## src/hw/rtl/bbsa_pkg.sv

```systemverilog
// Shared types and constants of the balanced base-255 serial adder.
package bbsa_pkg;

   // Digit range and radix on the widened sum
   localparam logic signed [9:0] SUM_HI = 10'sd127;
   localparam logic signed [9:0] SUM_LO = -10'sd127;
   localparam logic signed [9:0] RADIX  = 10'sd255;

   // Longest zero run that one word can carry
   localparam logic [7:0] RUN_MAX = 8'd255;

   // Most words that one item can produce
   localparam int WORDS_PER_ITEM = 3;

   typedef struct packed {
      logic [7:0]        zeros_before;
      logic signed [7:0] sum_digit;
      logic              end_marker;
   } result_type;

   // All words produced by one item, entry 0 first
   typedef struct packed {
      logic [1:0]                            count;
      result_type [WORDS_PER_ITEM-1:0]       entries;
   } bundle_type;

   // Front to queue
   typedef struct packed {
      logic       valid;
      bundle_type bundle;
   } qpush_type;

   // Queue head to back
   typedef struct packed {
      logic       valid;
      bundle_type bundle;
   } qhead_type;

endpackage

```

## src/hw/rtl/bbsa_ifs.sv

```systemverilog
// Valid/ready channel interfaces for the request and response sides.
interface bbsa_req_if;
   logic              valid;
   logic              ready;
   logic signed [7:0] digit_a;
   logic signed [7:0] digit_b;
   logic              final_position;

   modport source (output valid, output digit_a, output digit_b, output final_position,
                   input ready);
   modport sink   (input valid, input digit_a, input digit_b, input final_position,
                   output ready);
endinterface

interface bbsa_rsp_if;
   logic              valid;
   logic              ready;
   logic [7:0]        zeros_before;
   logic signed [7:0] sum_digit;
   logic              end_marker;

   modport source (output valid, output zeros_before, output sum_digit, output end_marker,
                   input ready);
   modport sink   (input valid, input zeros_before, input sum_digit, input end_marker,
                   output ready);
endinterface

```

## src/hw/rtl/bbsa_front.sv

```systemverilog
// Front end: accepts digit pairs, reduces the sum and builds the word bundle.
module bbsa_front (
   input  logic                 clock,
   input  logic                 reset,
   bbsa_req_if.sink             req_ch,
   input  logic                 queue_ready,
   output bbsa_pkg::qpush_type  push
);

   logic signed [1:0] carry_ff, carry_in;
   logic [7:0]        run_ff, run_in;

   logic signed [9:0] sum_w;
   logic signed [7:0] digit_w;
   logic signed [1:0] carry_new;
   logic [7:0]        run_mid;
   logic [1:0]        n_w;
   logic              accept_w;
   bbsa_pkg::bundle_type bundle_w;

   assign req_ch.ready = queue_ready;
   assign accept_w     = req_ch.valid && queue_ready;

   // Reduce carry + a + b to a balanced digit and a new carry
   always_comb begin
      sum_w = 10'(req_ch.digit_a) + 10'(req_ch.digit_b) + 10'(carry_ff);
      if (sum_w > bbsa_pkg::SUM_HI) begin
         digit_w   = 8'(sum_w - bbsa_pkg::RADIX);
         carry_new = 2'sd1;
      end else if (sum_w < bbsa_pkg::SUM_LO) begin
         digit_w   = 8'(sum_w + bbsa_pkg::RADIX);
         carry_new = -2'sd1;
      end else begin
         digit_w   = 8'(sum_w);
         carry_new = 2'sd0;
      end
   end

   // Build the words of this item and the next carry and run
   always_comb begin
      bundle_w = '0;
      n_w      = 2'd0;
      run_mid  = run_ff;
      if (digit_w == 8'sd0) begin
         if (run_ff == bbsa_pkg::RUN_MAX) begin
            bundle_w.entries[n_w] = '{zeros_before: bbsa_pkg::RUN_MAX,
                                      sum_digit: 8'sd0, end_marker: 1'b0};
            n_w     = n_w + 2'd1;
            run_mid = 8'd0;
         end else begin
            run_mid = run_ff + 8'd1;
         end
      end else begin
         bundle_w.entries[n_w] = '{zeros_before: run_ff, sum_digit: digit_w,
                                   end_marker: 1'b0};
         n_w     = n_w + 2'd1;
         run_mid = 8'd0;
      end

      run_in   = run_mid;
      carry_in = carry_new;
      if (req_ch.final_position) begin
         // Flush the leftover carry, then close the number
         if (carry_new != 2'sd0) begin
            bundle_w.entries[n_w] = '{zeros_before: run_mid, sum_digit: 8'(carry_new),
                                      end_marker: 1'b0};
            n_w = n_w + 2'd1;
         end
         bundle_w.entries[n_w] = '{zeros_before: 8'd0, sum_digit: 8'sd0,
                                   end_marker: 1'b1};
         n_w      = n_w + 2'd1;
         run_in   = 8'd0;
         carry_in = 2'sd0;
      end
      bundle_w.count = n_w;
   end

   assign push.valid  = accept_w && (n_w != 2'd0);
   assign push.bundle = bundle_w;

   // Advance carry and zero run on each accepted word
   always_ff @(posedge clock) begin
      if (reset) begin
         carry_ff <= 2'sd0;
         run_ff   <= 8'd0;
      end else if (accept_w) begin
         carry_ff <= carry_in;
         run_ff   <= run_in;
      end
   end

endmodule

```

## src/hw/rtl/bbsa_queue.sv

```systemverilog
// Short queue of word bundles between front and back.
module bbsa_queue #(
   parameter int DEPTH = 2
) (
   input  logic                 clock,
   input  logic                 reset,
   input  bbsa_pkg::qpush_type  push,
   output logic                 ready,
   output bbsa_pkg::qhead_type  head,
   input  logic                 pop
);

   localparam int PTR_W = (DEPTH > 1) ? $clog2(DEPTH) : 1;
   localparam int CNT_W = $clog2(DEPTH + 1);
   localparam logic [PTR_W-1:0] PTR_LAST = PTR_W'(DEPTH - 1);
   localparam logic [CNT_W-1:0] CNT_FULL = CNT_W'(DEPTH);

   bbsa_pkg::bundle_type slot_ff [DEPTH];
   logic [PTR_W-1:0] wr_ptr_ff, wr_ptr_in;
   logic [PTR_W-1:0] rd_ptr_ff, rd_ptr_in;
   logic [CNT_W-1:0] cnt_ff, cnt_in;
   logic             do_push, do_pop;

   assign ready       = (cnt_ff != CNT_FULL);
   assign head.valid  = (cnt_ff != '0);
   assign head.bundle = slot_ff[rd_ptr_ff];
   assign do_push     = push.valid && ready;
   assign do_pop      = pop && head.valid;

   // Step pointers with wrap and track occupancy
   always_comb begin
      wr_ptr_in = wr_ptr_ff;
      rd_ptr_in = rd_ptr_ff;
      cnt_in    = cnt_ff;
      if (do_push) begin
         wr_ptr_in = (wr_ptr_ff == PTR_LAST) ? '0 : wr_ptr_ff + 1'b1;
      end
      if (do_pop) begin
         rd_ptr_in = (rd_ptr_ff == PTR_LAST) ? '0 : rd_ptr_ff + 1'b1;
      end
      if (do_push && !do_pop) begin
         cnt_in = cnt_ff + 1'b1;
      end else if (do_pop && !do_push) begin
         cnt_in = cnt_ff - 1'b1;
      end
   end

   always_ff @(posedge clock) begin
      if (reset) begin
         wr_ptr_ff <= '0;
         rd_ptr_ff <= '0;
         cnt_ff    <= '0;
      end else begin
         wr_ptr_ff <= wr_ptr_in;
         rd_ptr_ff <= rd_ptr_in;
         cnt_ff    <= cnt_in;
      end
   end

   // Store the pushed bundle
   always_ff @(posedge clock) begin
      if (do_push) begin
         slot_ff[wr_ptr_ff] <= push.bundle;
      end
   end

endmodule

```

## src/hw/rtl/bbsa_back.sv

```systemverilog
// Back end: unpacks bundles and presents one word per cycle on the output while the receiver is ready.
module bbsa_back (
   input  logic                 clock,
   input  logic                 reset,
   input  bbsa_pkg::qhead_type  head,
   output logic                 pop,
   bbsa_rsp_if.source           rsp_ch
);

   bbsa_pkg::bundle_type cur_ff, cur_in;
   logic [1:0]           idx_ff, idx_in;
   logic                 busy_ff, busy_in;
   logic                 out_valid_ff, out_valid_in;
   bbsa_pkg::result_type out_ff, out_in;
   logic                 out_free;

   assign out_free = !out_valid_ff || rsp_ch.ready;

   // Load the next word from the open bundle, else from the queue head
   always_comb begin
      cur_in       = cur_ff;
      idx_in       = idx_ff;
      busy_in      = busy_ff;
      out_valid_in = out_valid_ff;
      out_in       = out_ff;
      pop          = 1'b0;
      if (out_free) begin
         if (busy_ff) begin
            out_in       = cur_ff.entries[idx_ff];
            out_valid_in = 1'b1;
            idx_in       = idx_ff + 2'd1;
            busy_in      = (idx_ff + 2'd1) != cur_ff.count;
         end else if (head.valid) begin
            pop          = 1'b1;
            out_in       = head.bundle.entries[0];
            out_valid_in = 1'b1;
            cur_in       = head.bundle;
            idx_in       = 2'd1;
            busy_in      = head.bundle.count != 2'd1;
         end else begin
            out_valid_in = 1'b0;
         end
      end
   end

   always_ff @(posedge clock) begin
      if (reset) begin
         busy_ff      <= 1'b0;
         out_valid_ff <= 1'b0;
         idx_ff       <= 2'd0;
      end else begin
         busy_ff      <= busy_in;
         out_valid_ff <= out_valid_in;
         idx_ff       <= idx_in;
      end
   end

   // Hold payload registers
   always_ff @(posedge clock) begin
      cur_ff <= cur_in;
      out_ff <= out_in;
   end

   assign rsp_ch.valid        = out_valid_ff;
   assign rsp_ch.zeros_before = out_ff.zeros_before;
   assign rsp_ch.sum_digit    = out_ff.sum_digit;
   assign rsp_ch.end_marker   = out_ff.end_marker;

endmodule

```

## src/hw/rtl/balanced_base255_serial_adder_top.sv

```systemverilog
// Top level of the balanced base-255 serial adder.
// Adds two balanced base-255 numbers one digit position per request word, least
// significant first. The front end takes a request word in any cycle in which the
// bundle queue (QUEUE_DEPTH entries) has room and turns it into zero to three
// response words: zero digits are counted and sent as a zeros_before count with the
// next nonzero digit, and a final position adds the carry digit and an end marker.
// The back end sends one response word per cycle from a registered output while the
// response port is ready, so a slow receiver fills the queue and holds off new request
// words. The first word of a request passes through the bundle queue and then the back
// end's output register before it is valid on the response port.
module balanced_base255_serial_adder_top #(
   parameter int QUEUE_DEPTH = 2
) (
   input  logic        clock,
   input  logic        reset,
   bbsa_req_if.sink    req_ch,
   bbsa_rsp_if.source  rsp_ch
);

   bbsa_pkg::qpush_type push;
   bbsa_pkg::qhead_type head;
   logic                queue_ready;
   logic                pop;

   bbsa_front u_front (
      .clock       (clock),
      .reset       (reset),
      .req_ch      (req_ch),
      .queue_ready (queue_ready),
      .push        (push)
   );

   bbsa_queue #(
      .DEPTH (QUEUE_DEPTH)
   ) u_queue (
      .clock (clock),
      .reset (reset),
      .push  (push),
      .ready (queue_ready),
      .head  (head),
      .pop   (pop)
   );

   bbsa_back u_back (
      .clock  (clock),
      .reset  (reset),
      .head   (head),
      .pop    (pop),
      .rsp_ch (rsp_ch)
   );

endmodule

```

## src/flat_wrapper.sv

```systemverilog
// flat-port wrapper written by rule: the top's interface ports become plain ports
module balanced_base255_serial_adder_top_flat 
#(
   parameter int QUEUE_DEPTH = 2
)
  (clock, reset, req_ch_valid, req_ch_digit_a, req_ch_digit_b, req_ch_final_position, req_ch_ready, rsp_ch_valid, rsp_ch_zeros_before, rsp_ch_sum_digit, rsp_ch_end_marker, rsp_ch_ready);
  bbsa_req_if req_ch_i ();
  bbsa_rsp_if rsp_ch_i ();
  input  logic clock;
  input  logic reset;
  input wire logic [$bits(req_ch_i.valid)-1:0] req_ch_valid;
  input wire logic [$bits(req_ch_i.digit_a)-1:0] req_ch_digit_a;
  input wire logic [$bits(req_ch_i.digit_b)-1:0] req_ch_digit_b;
  input wire logic [$bits(req_ch_i.final_position)-1:0] req_ch_final_position;
  output wire logic [$bits(req_ch_i.ready)-1:0] req_ch_ready;
  output wire logic [$bits(rsp_ch_i.valid)-1:0] rsp_ch_valid;
  output wire logic [$bits(rsp_ch_i.zeros_before)-1:0] rsp_ch_zeros_before;
  output wire logic [$bits(rsp_ch_i.sum_digit)-1:0] rsp_ch_sum_digit;
  output wire logic [$bits(rsp_ch_i.end_marker)-1:0] rsp_ch_end_marker;
  input wire logic [$bits(rsp_ch_i.ready)-1:0] rsp_ch_ready;
  assign req_ch_i.valid = req_ch_valid;
  assign req_ch_i.digit_a = req_ch_digit_a;
  assign req_ch_i.digit_b = req_ch_digit_b;
  assign req_ch_i.final_position = req_ch_final_position;
  assign req_ch_ready = req_ch_i.ready;
  assign rsp_ch_valid = rsp_ch_i.valid;
  assign rsp_ch_zeros_before = rsp_ch_i.zeros_before;
  assign rsp_ch_sum_digit = rsp_ch_i.sum_digit;
  assign rsp_ch_end_marker = rsp_ch_i.end_marker;
  assign rsp_ch_i.ready = rsp_ch_ready;
  balanced_base255_serial_adder_top #(.QUEUE_DEPTH(QUEUE_DEPTH)) u_core (.clock(clock), .reset(reset), .req_ch(req_ch_i), .rsp_ch(rsp_ch_i));
endmodule
```

## config.mk

```make
export PLATFORM = sky130hd
export DESIGN_NAME = balanced_base255_serial_adder_top_flat
export DESIGN_NICKNAME = d
export VERILOG_FILES = /design/src/hw/rtl/bbsa_pkg.sv /design/src/hw/rtl/bbsa_ifs.sv /design/src/hw/rtl/bbsa_front.sv /design/src/hw/rtl/bbsa_queue.sv /design/src/hw/rtl/bbsa_back.sv /design/src/hw/rtl/balanced_base255_serial_adder_top.sv /design/src/flat_wrapper.sv
export SDC_FILE = /design/constraint.sdc
export NUM_CORES = 1
export LEC_CHECK = 0
export ABC_AREA = 1
export BUFFER_PORTS_ARGS = -buffer_cell sky130_fd_sc_hd__buf_2
export CORE_MARGIN = 5
export CORE_UTILIZATION = 45
export CTS_BUF_LIST = sky130_fd_sc_hd__clkbuf_8 sky130_fd_sc_hd__clkbuf_16
export CTS_CLUSTER_SIZE = 14
export DETAILED_ROUTE_END_ITERATION = 10
export PLACE_DENSITY_LB_ADDON = 0.2
export SKIP_CTS_REPAIR_TIMING = 1
export SLEW_MARGIN = 20
export SYNTH_ARGS = -nofsm -noshare
export SYNTH_HDL_FRONTEND = slang
export SYNTH_SLANG_ARGS = --single-unit
```

## constraint.sdc

```tcl
create_clock -name clock -period 7.6 [get_ports clock]
set_input_delay 1.52 -clock clock [delete_from_list [all_inputs] [get_ports clock]]
set_output_delay 1.52 -clock clock [all_outputs]
set_load 0.05 [all_outputs]
```

# [Yosys cells after proc, flatten, opt, wreduce, memory -nomap -nowiden]
# Memories as Yosys holds them, arrays and structs flattened. A register that Yosys moved wholly into a read port is not among the register bits.
# Index checks and enable logic that the tools add are counted.
[classes] n_addsub=12 multipliers=0 div=0 n_lt_le_gt_ge=7 eq_ne=4 shifts=0 mux=43 bitwise_logic=4 n_reduce_logical=20
[ops] op="two-way mux 51 bit" n=3
[ops] op="two-way mux 17 bit" n=7
[ops] op="demux 17 bit (select 2 bit)" n=2
[ops] op="bitwise mux 51 bit" n=1
[ops] op="AND 48 bit" n=1
[ops] op="NOT 48 bit" n=1
[ops] op="two-way mux 8 bit" n=5
[ops] op="binary-select mux 17 bit (select 2 bit)" n=1
[ops] op="two-way mux 2 bit" n=11
[ops] op="adder 8 x 1 -> 8 bit (second input constant)" n=2
[ops] op="two-way mux 1 bit" n=13
[ops] op="adder 9 x 2 -> 10 bit" n=1
[ops] op="greater-than comparator 10 x 8 -> 1 bit (second input constant)" n=1
[ops] op="< comparator 10 x 8 -> 1 bit (second input constant)" n=1
[ops] op="nonzero test 2 bit" n=5
[ops] op="adder 8 x 8 -> 9 bit" n=1
[ops] op="< comparator 2 x 3 -> 1 bit (second input constant)" n=3
[ops] op="adder 2 x 1 -> 2 bit (second input constant)" n=4
[ops] op="equality test 8 bit (second input constant)" n=1
[ops] op="logical AND 1 bit" n=8
[ops] op="logical NOT 8 bit" n=1
[ops] op="subtractor 8 x 1 -> 8 bit (second input constant)" n=1
[ops] op="greater-or-equal comparator 2 x 1 -> 1 bit (second input constant)" n=2
[ops] op="logical NOT 1 bit" n=3
[ops] op="other kinds (10)" n=11
[word_totals] register_bits=88 latch_bits=0 mem_bits_rw=106 rom_bits=0 inputBits=21 wordCells=112 memories=1
[mem_list] name="u_core.u_queue.slot_ff" words=2 width=53 read_ports=1 rd_clocked_by_memory_dff=1 write_ports=1 line="bbsa_queue.sv:18" text="bbsa_pkg::bundle_type slot_ff [DEPTH];"

# [Depth between registers and ports, before layout]
[depth] word_depth=19 depth_mapped=29 mapped_depth_nobuf=29

# [Hierarchy]
# Synthesis repeated with hierarchy kept, for this count alone.
[unflattened] hier_cells=820 hier_area_um2=9645.5
[modules_own_cells] module="bbsa_queue" instances=1 cells_each=202 area_each_um2=4317.9 seq_area_each_um2=3283.1
[modules_own_cells] module="bbsa_back" instances=1 cells_each=223 area_each_um2=2887.8 seq_area_each_um2=2182.1
[modules_own_cells] module="bbsa_front" instances=1 cells_each=395 area_each_um2=2439.8 seq_area_each_um2=200.2

# [Worst setup path after synthesis]
# OpenSTA, ideal clock, no wires.
[synth_path] path_type="input -> register" from="input req_ch_digit_b[1]" to="memory u_core.u_queue.slot_ff[0][0] (netlist bit), enable pin" setup_ps=417 arrival_ps=5353 t_required_ps=7183 slack_ps=1830 path_stages=22 path_buffers=0 cell_sequence="inv_1 > fa_1 > inv_1 > ha_1 > fa_1 > nor2_1 > nor2_4 > nor2_4 > inv_2 > nor2_2 > nand2_2 > nand2_4 > nand2_4 > nand2_4 > nand2_1 > nand2_1 > nand2_1 > nand3_2 > nor2_4 > nand3_1 > nand2_1 > nor2_1"
[synth_via] elab_chain_len=17
[synth_lines] item="start: declaration" line="flat_wrapper.sv:13" text="input wire logic [$bits(req_ch_i.digit_b)-1:0] req_ch_digit_b;"
[synth_lines] item="adder 8 x 8 -> 9 bit (*)" line="bbsa_front.sv:26" text="sum_w = 10'(req_ch.digit_a) + 10'(req_ch.digit_b) + 10'(carry_ff);"
[synth_lines] item="adder 9 x 2 -> 10 bit (*)" line="bbsa_front.sv:26"
[synth_lines] item="adder 8 x 1 -> 8 bit / < comparator 10 x 8 -> 1 bit (equally long branches)" line="bbsa_front.sv:31, bbsa_front.sv:30"
[synth_lines] item="two-way mux 8 bit" line="bbsa_front.sv:30" text="end else if (sum_w < bbsa_pkg::SUM_LO) begin"
[synth_lines] item="two-way mux 8 bit" line="bbsa_front.sv:27" text="if (sum_w > bbsa_pkg::SUM_HI) begin"
[synth_lines] item="logical NOT 8 bit" line="bbsa_front.sv:44" text="if (digit_w == 8'sd0) begin"
[synth_lines] item="two-way mux 2 bit" line="bbsa_front.sv:44"
[synth_lines] item="adder 2 x 1 -> 2 bit" line="bbsa_front.sv:67" text="n_w = n_w + 2'd1;"
[synth_lines] item="two-way mux 2 bit" line="bbsa_front.sv:64" text="if (carry_new != 2'sd0) begin"
[synth_lines] item="two-way mux 2 bit" line="bbsa_front.sv:62" text="if (req_ch.final_position) begin"
[synth_lines] item="adder 2 x 1 -> 2 bit" line="bbsa_front.sv:71" text="n_w = n_w + 2'd1;"
[synth_lines] item="two-way mux 2 bit (*)" line="bbsa_front.sv:62"
[synth_lines] item="nonzero test 2 bit (*)" line="bbsa_front.sv:78" text="assign push.valid = accept_w && (n_w != 2'd0);"
[synth_lines] item="logical AND 1 bit (*)" line="bbsa_front.sv:78"
[synth_lines] item="logical AND 1 bit (*)" line="bbsa_queue.sv:27" text="assign do_push = push.valid && ready;"
[synth_lines] item="two-way mux 1 bit (*)" line="bbsa_queue.sv:62" text="if (do_push) begin"
[synth_lines] item="two-way mux 1 bit (implied by the code) (*)" line="bbsa_queue.sv:63" text="slot_ff[wr_ptr_ff] <= push.bundle;"
[synth_lines] item="end: declaration" line="bbsa_queue.sv:18"
# Mark *: on every way between the ends. The rest lies on a longest branch, timed or not. The select of a mux whose other input is x is not followed.

==> run_results.csv <==
group,metric,value,unit
placed_design,routabilityCongestion,0.837,
critical_path,endpoint_kind,"flip-flop",
sta,setup_slack,1960,ps
critical_path,crit_required,7720,ps
outcome,status,"finished clean",
logic_synthesis,netlist.area_leader.share,50.6,%
logic_synthesis,synth-async-reset-ratio,0,%
final_layout,nets,765,
final_layout,final_cells,911,
sta,tightest_slew,1040,ps
min_path,min-delay-start,"u_core.u_queue.rd_ptr_ff$_SDFFE_PP0P_",
floorplan,die_h,129,um
logic_synthesis,synth-edff-count,107,
critical_path,worstSetupStartpointType,"input port",
detailed_routing,post-route-drc-count,0,
final_layout,fin_util,53.4,%
detailed_routing,via_count,4601,
sta,hold_viol,0,
logic_synthesis,synthCells,657,
clock_network,clkSinkCount,126,
clock_network,numCtsBuffers,17,
detailed_routing,routed_via_density,5.05,
placed_design,dpl.hpwl,9090,um
power_and_ir_drop,power_density,432,mW/mm^2
sta,period_share,74.3,%
placed_design,port_buffers,39,
grt,grt_max_degree,33,
sta,final-setup-viol-count,0,
grt,grt_pass1_wl,22200,um
detailed_routing,drt-wirelength-per-cell,14.3,um
logic_synthesis,yosys-top-cells-area,"edfxtp_1 51%, nand2_1 12%, dfxtp_1 6.0%",
logic_synthesis,syn_avg_cell_area,9.66,sq um
floorplan,die_area,0.0166,sq mm
floorplan,die_w,129,um
detailed_routing,drt_iter0_drc,284,
run,cap_violations,0,
placed_design,dp_slack,1600,ps
critical_path,rrSetupSlack,2540,ps
floorplan,placementRows,43,
clock_network,cts_max_path_buffers,2,
logic_synthesis,ys_seq_elements,126,
sta,max_clock_freq,177,MHz
logic_synthesis,synth.top_cells.by_count,"199 x nand2_1, 107 x edfxtp_1, 56 x inv_1",
clock_network,clkLatencyLatePin,410,ps
min_path,hp-class,"flip-flop to flip-flop",
final_layout,n_fill_cell,1249,
placed_design,dp_cells,880,
power_and_ir_drop,vdd_drop_max,0.180,mV
grt,antenna_found_initial,0,
floorplan,pin_count,40,
critical_path,r2r-start,"u_core.u_front.carry_ff[1]$_SDFFE_PP0P_",
logic_synthesis,yosys.area.top_type,"edfxtp_1",
grt,grtUsageTotal,16.9,%
detailed_routing,totalWireLength,13000,um
detailed_routing,dr.pass1.iters,5,
sta,slew_viol_final,0,
logic_synthesis,ys_seq_area_share,56.6,%
grt,grt_pass1_vias,4663,
final_layout,antenna_cells,0,
critical_path,critPathMaxFanout,18,
logic_synthesis,ys_warn_count,0,
critical_path,crit_path_start,"req_ch_digit_b[1]",
sta,final.setup.tns,0,ps
final_layout,drive_above_1_share,15.3,%
clock_network,htree_num_levels,4,
floorplan,start_util,45.7,%
logic_synthesis,synth.distinct_cells,35,
power_and_ir_drop,leakage,0.00322,uW
grt,overflow,0,
critical_path,critPathKind,"input port to flip-flop",
sta,fin_crit,5640,ps
clock_network,cts_root_buffer,"clkbuf_16",
logic_synthesis,netlist_area,0.00634,sq mm
floorplan,core_area,0.0139,sq mm
detailed_routing,final_antenna_net_count,0,
sta,rsz0062_at_grt,"no",
logic_synthesis,synthFlopType,"edfxtp_1",
logic_synthesis,yosysMostFrequentCell,"nand2_1",
sta,slew_headroom,30.9,%
sta,fin_skew,4.92,ps
critical_path,crit_arrival,5760,ps
clock_network,cts_tree,"yes",
clock_network,clk_pin_slew,50,ps
final_layout,syn2layout_area_growth,16.8,%
-- layout make-up --
type / instances / area, sq um / area share [%]
multi-input combinational: 464 / 2490 / 33.6
sequential: 126 / 3590 / 48.5
clock buffer: 17 / 425 / 5.74
tap: 180 / 225 / 3.04
clock inverter: 14 / 193 / 2.60
inverter: 66 / 248 / 3.34
timing repair buffer: 44 / 233 / 3.14
-- cells in the final DEF, fill, tap and decap left out, types with 5 or more instances in the layout --
cell type,Yosys,layout
xnor2_1,5,5
nand2_1,199,199
buf_2,0,39
a21oi_1,44,43
nand3_1,33,33
buf_4,1,5
fa_1,9,9
clkbuf_16,0,17
xor2_1,8,8
nand2_4,7,7
edfxtp_1,107,107
dfxtp_1,19,19
nor2_1,37,36
o21ai_0,45,45
nand2_2,7,7
inv_1,56,56
conb_1,1,16
ha_1,16,16
inv_2,8,8
nand4_1,11,11
-- report_power, final --
part	internal, uW	switching, uW	leakage (uW)	total [uW]
Combinational	311	889	0.00174	1200
Clock	547	298	0.000295	846
Sequential	1090	64.5	0.00118	1160
Total	1950	1250	0.00322	3200
-- metal layers --
layer | track usage [%] | wire, um
met5 | 0 | 0
met4 | 5.62 | 200
met3 | 3.90 | 471
met2 | 28.9 | 6490
met1 | 21.3 | 5870
-- critical path: stages --
cell and delay [ps]:
buf_2 70, inv_1 40, fa_1 530, inv_1 40, ha_1 230, fa_1 490
inv_1 130, nand3_1 130, nor2_1 130, nand3_1 140, nor2_1 150, nand2_1 60
nand2_1 60, nand2_1 50, nand3_1 60, nand2_1 50, a21oi_1 240, nand3_2 130
nor2_4 370, nand2_2 240, inv_2 180, ha_1 190, nand2_1 180, nand2_2 170
o21ai_0 150
-- final timing paths --
kind / end / cells past startpoint
worst max-delay path: u_core.u_queue.slot_ff[0][8]$_DFFE_PP_ / 25
worst min-delay path: flip-flop / 2
worst max register to register: u_core.u_queue.slot_ff[0][8]$_DFFE_PP_ / 24
worst min register to register: flip-flop / 2
-- state kept, by name, indices dropped and copies added (netlist names), named ones only --
signal and flops:
u_core.u_back.idx_ff 2, u_core.u_back.rsp_ch.sum_digit 8, u_core.u_back.rsp_ch.zeros_before 8, u_core.u_back.busy_ff 1, u_core.u_queue.cnt_ff 2, u_core.u_queue.rd_ptr_ff 1, u_core.u_back.cur_ff 30, u_core.u_queue.slot_ff 60
u_core.u_back.rsp_ch.end_marker 1, u_core.u_front.carry_ff 2, u_core.u_queue.wr_ptr_ff 1, u_core.u_front.run_ff 8, u_core.u_back.rsp_ch.valid 1
-- stage by stage --
step | hold WS (ps) | power [uW] | cell area [sq um]
6_report | 487 | 3200 | 7410
5_1_grt | 517 | 3420 | 7410
4_1_cts | 493 | 3220 | 7410
3_3_place_gp | 458 | 2340 | 6780
3_5_place_dp | 484 | 2370 | 6790
2_1_floorplan | 447 | 2070 | 6400
-- logic make-up (layout without fill, tap and decap cells) --
group | after synthesis | count (layout) | synth area share (%)
buf+inv | 82 | 141 | 5.27
xor+xnor | 13 | 13 | 1.79
compound gates | 96 | 96 | 7.95
simple gates | 313 | 313 | 22.1
other cells | 1 | 16 | 0.0591
flops | 126 | 126 | 56.6
mux | 1 | 1 | 0.158
fa+ha+maj | 25 | 25 | 5.99
(Power assumes the default switching activity.)
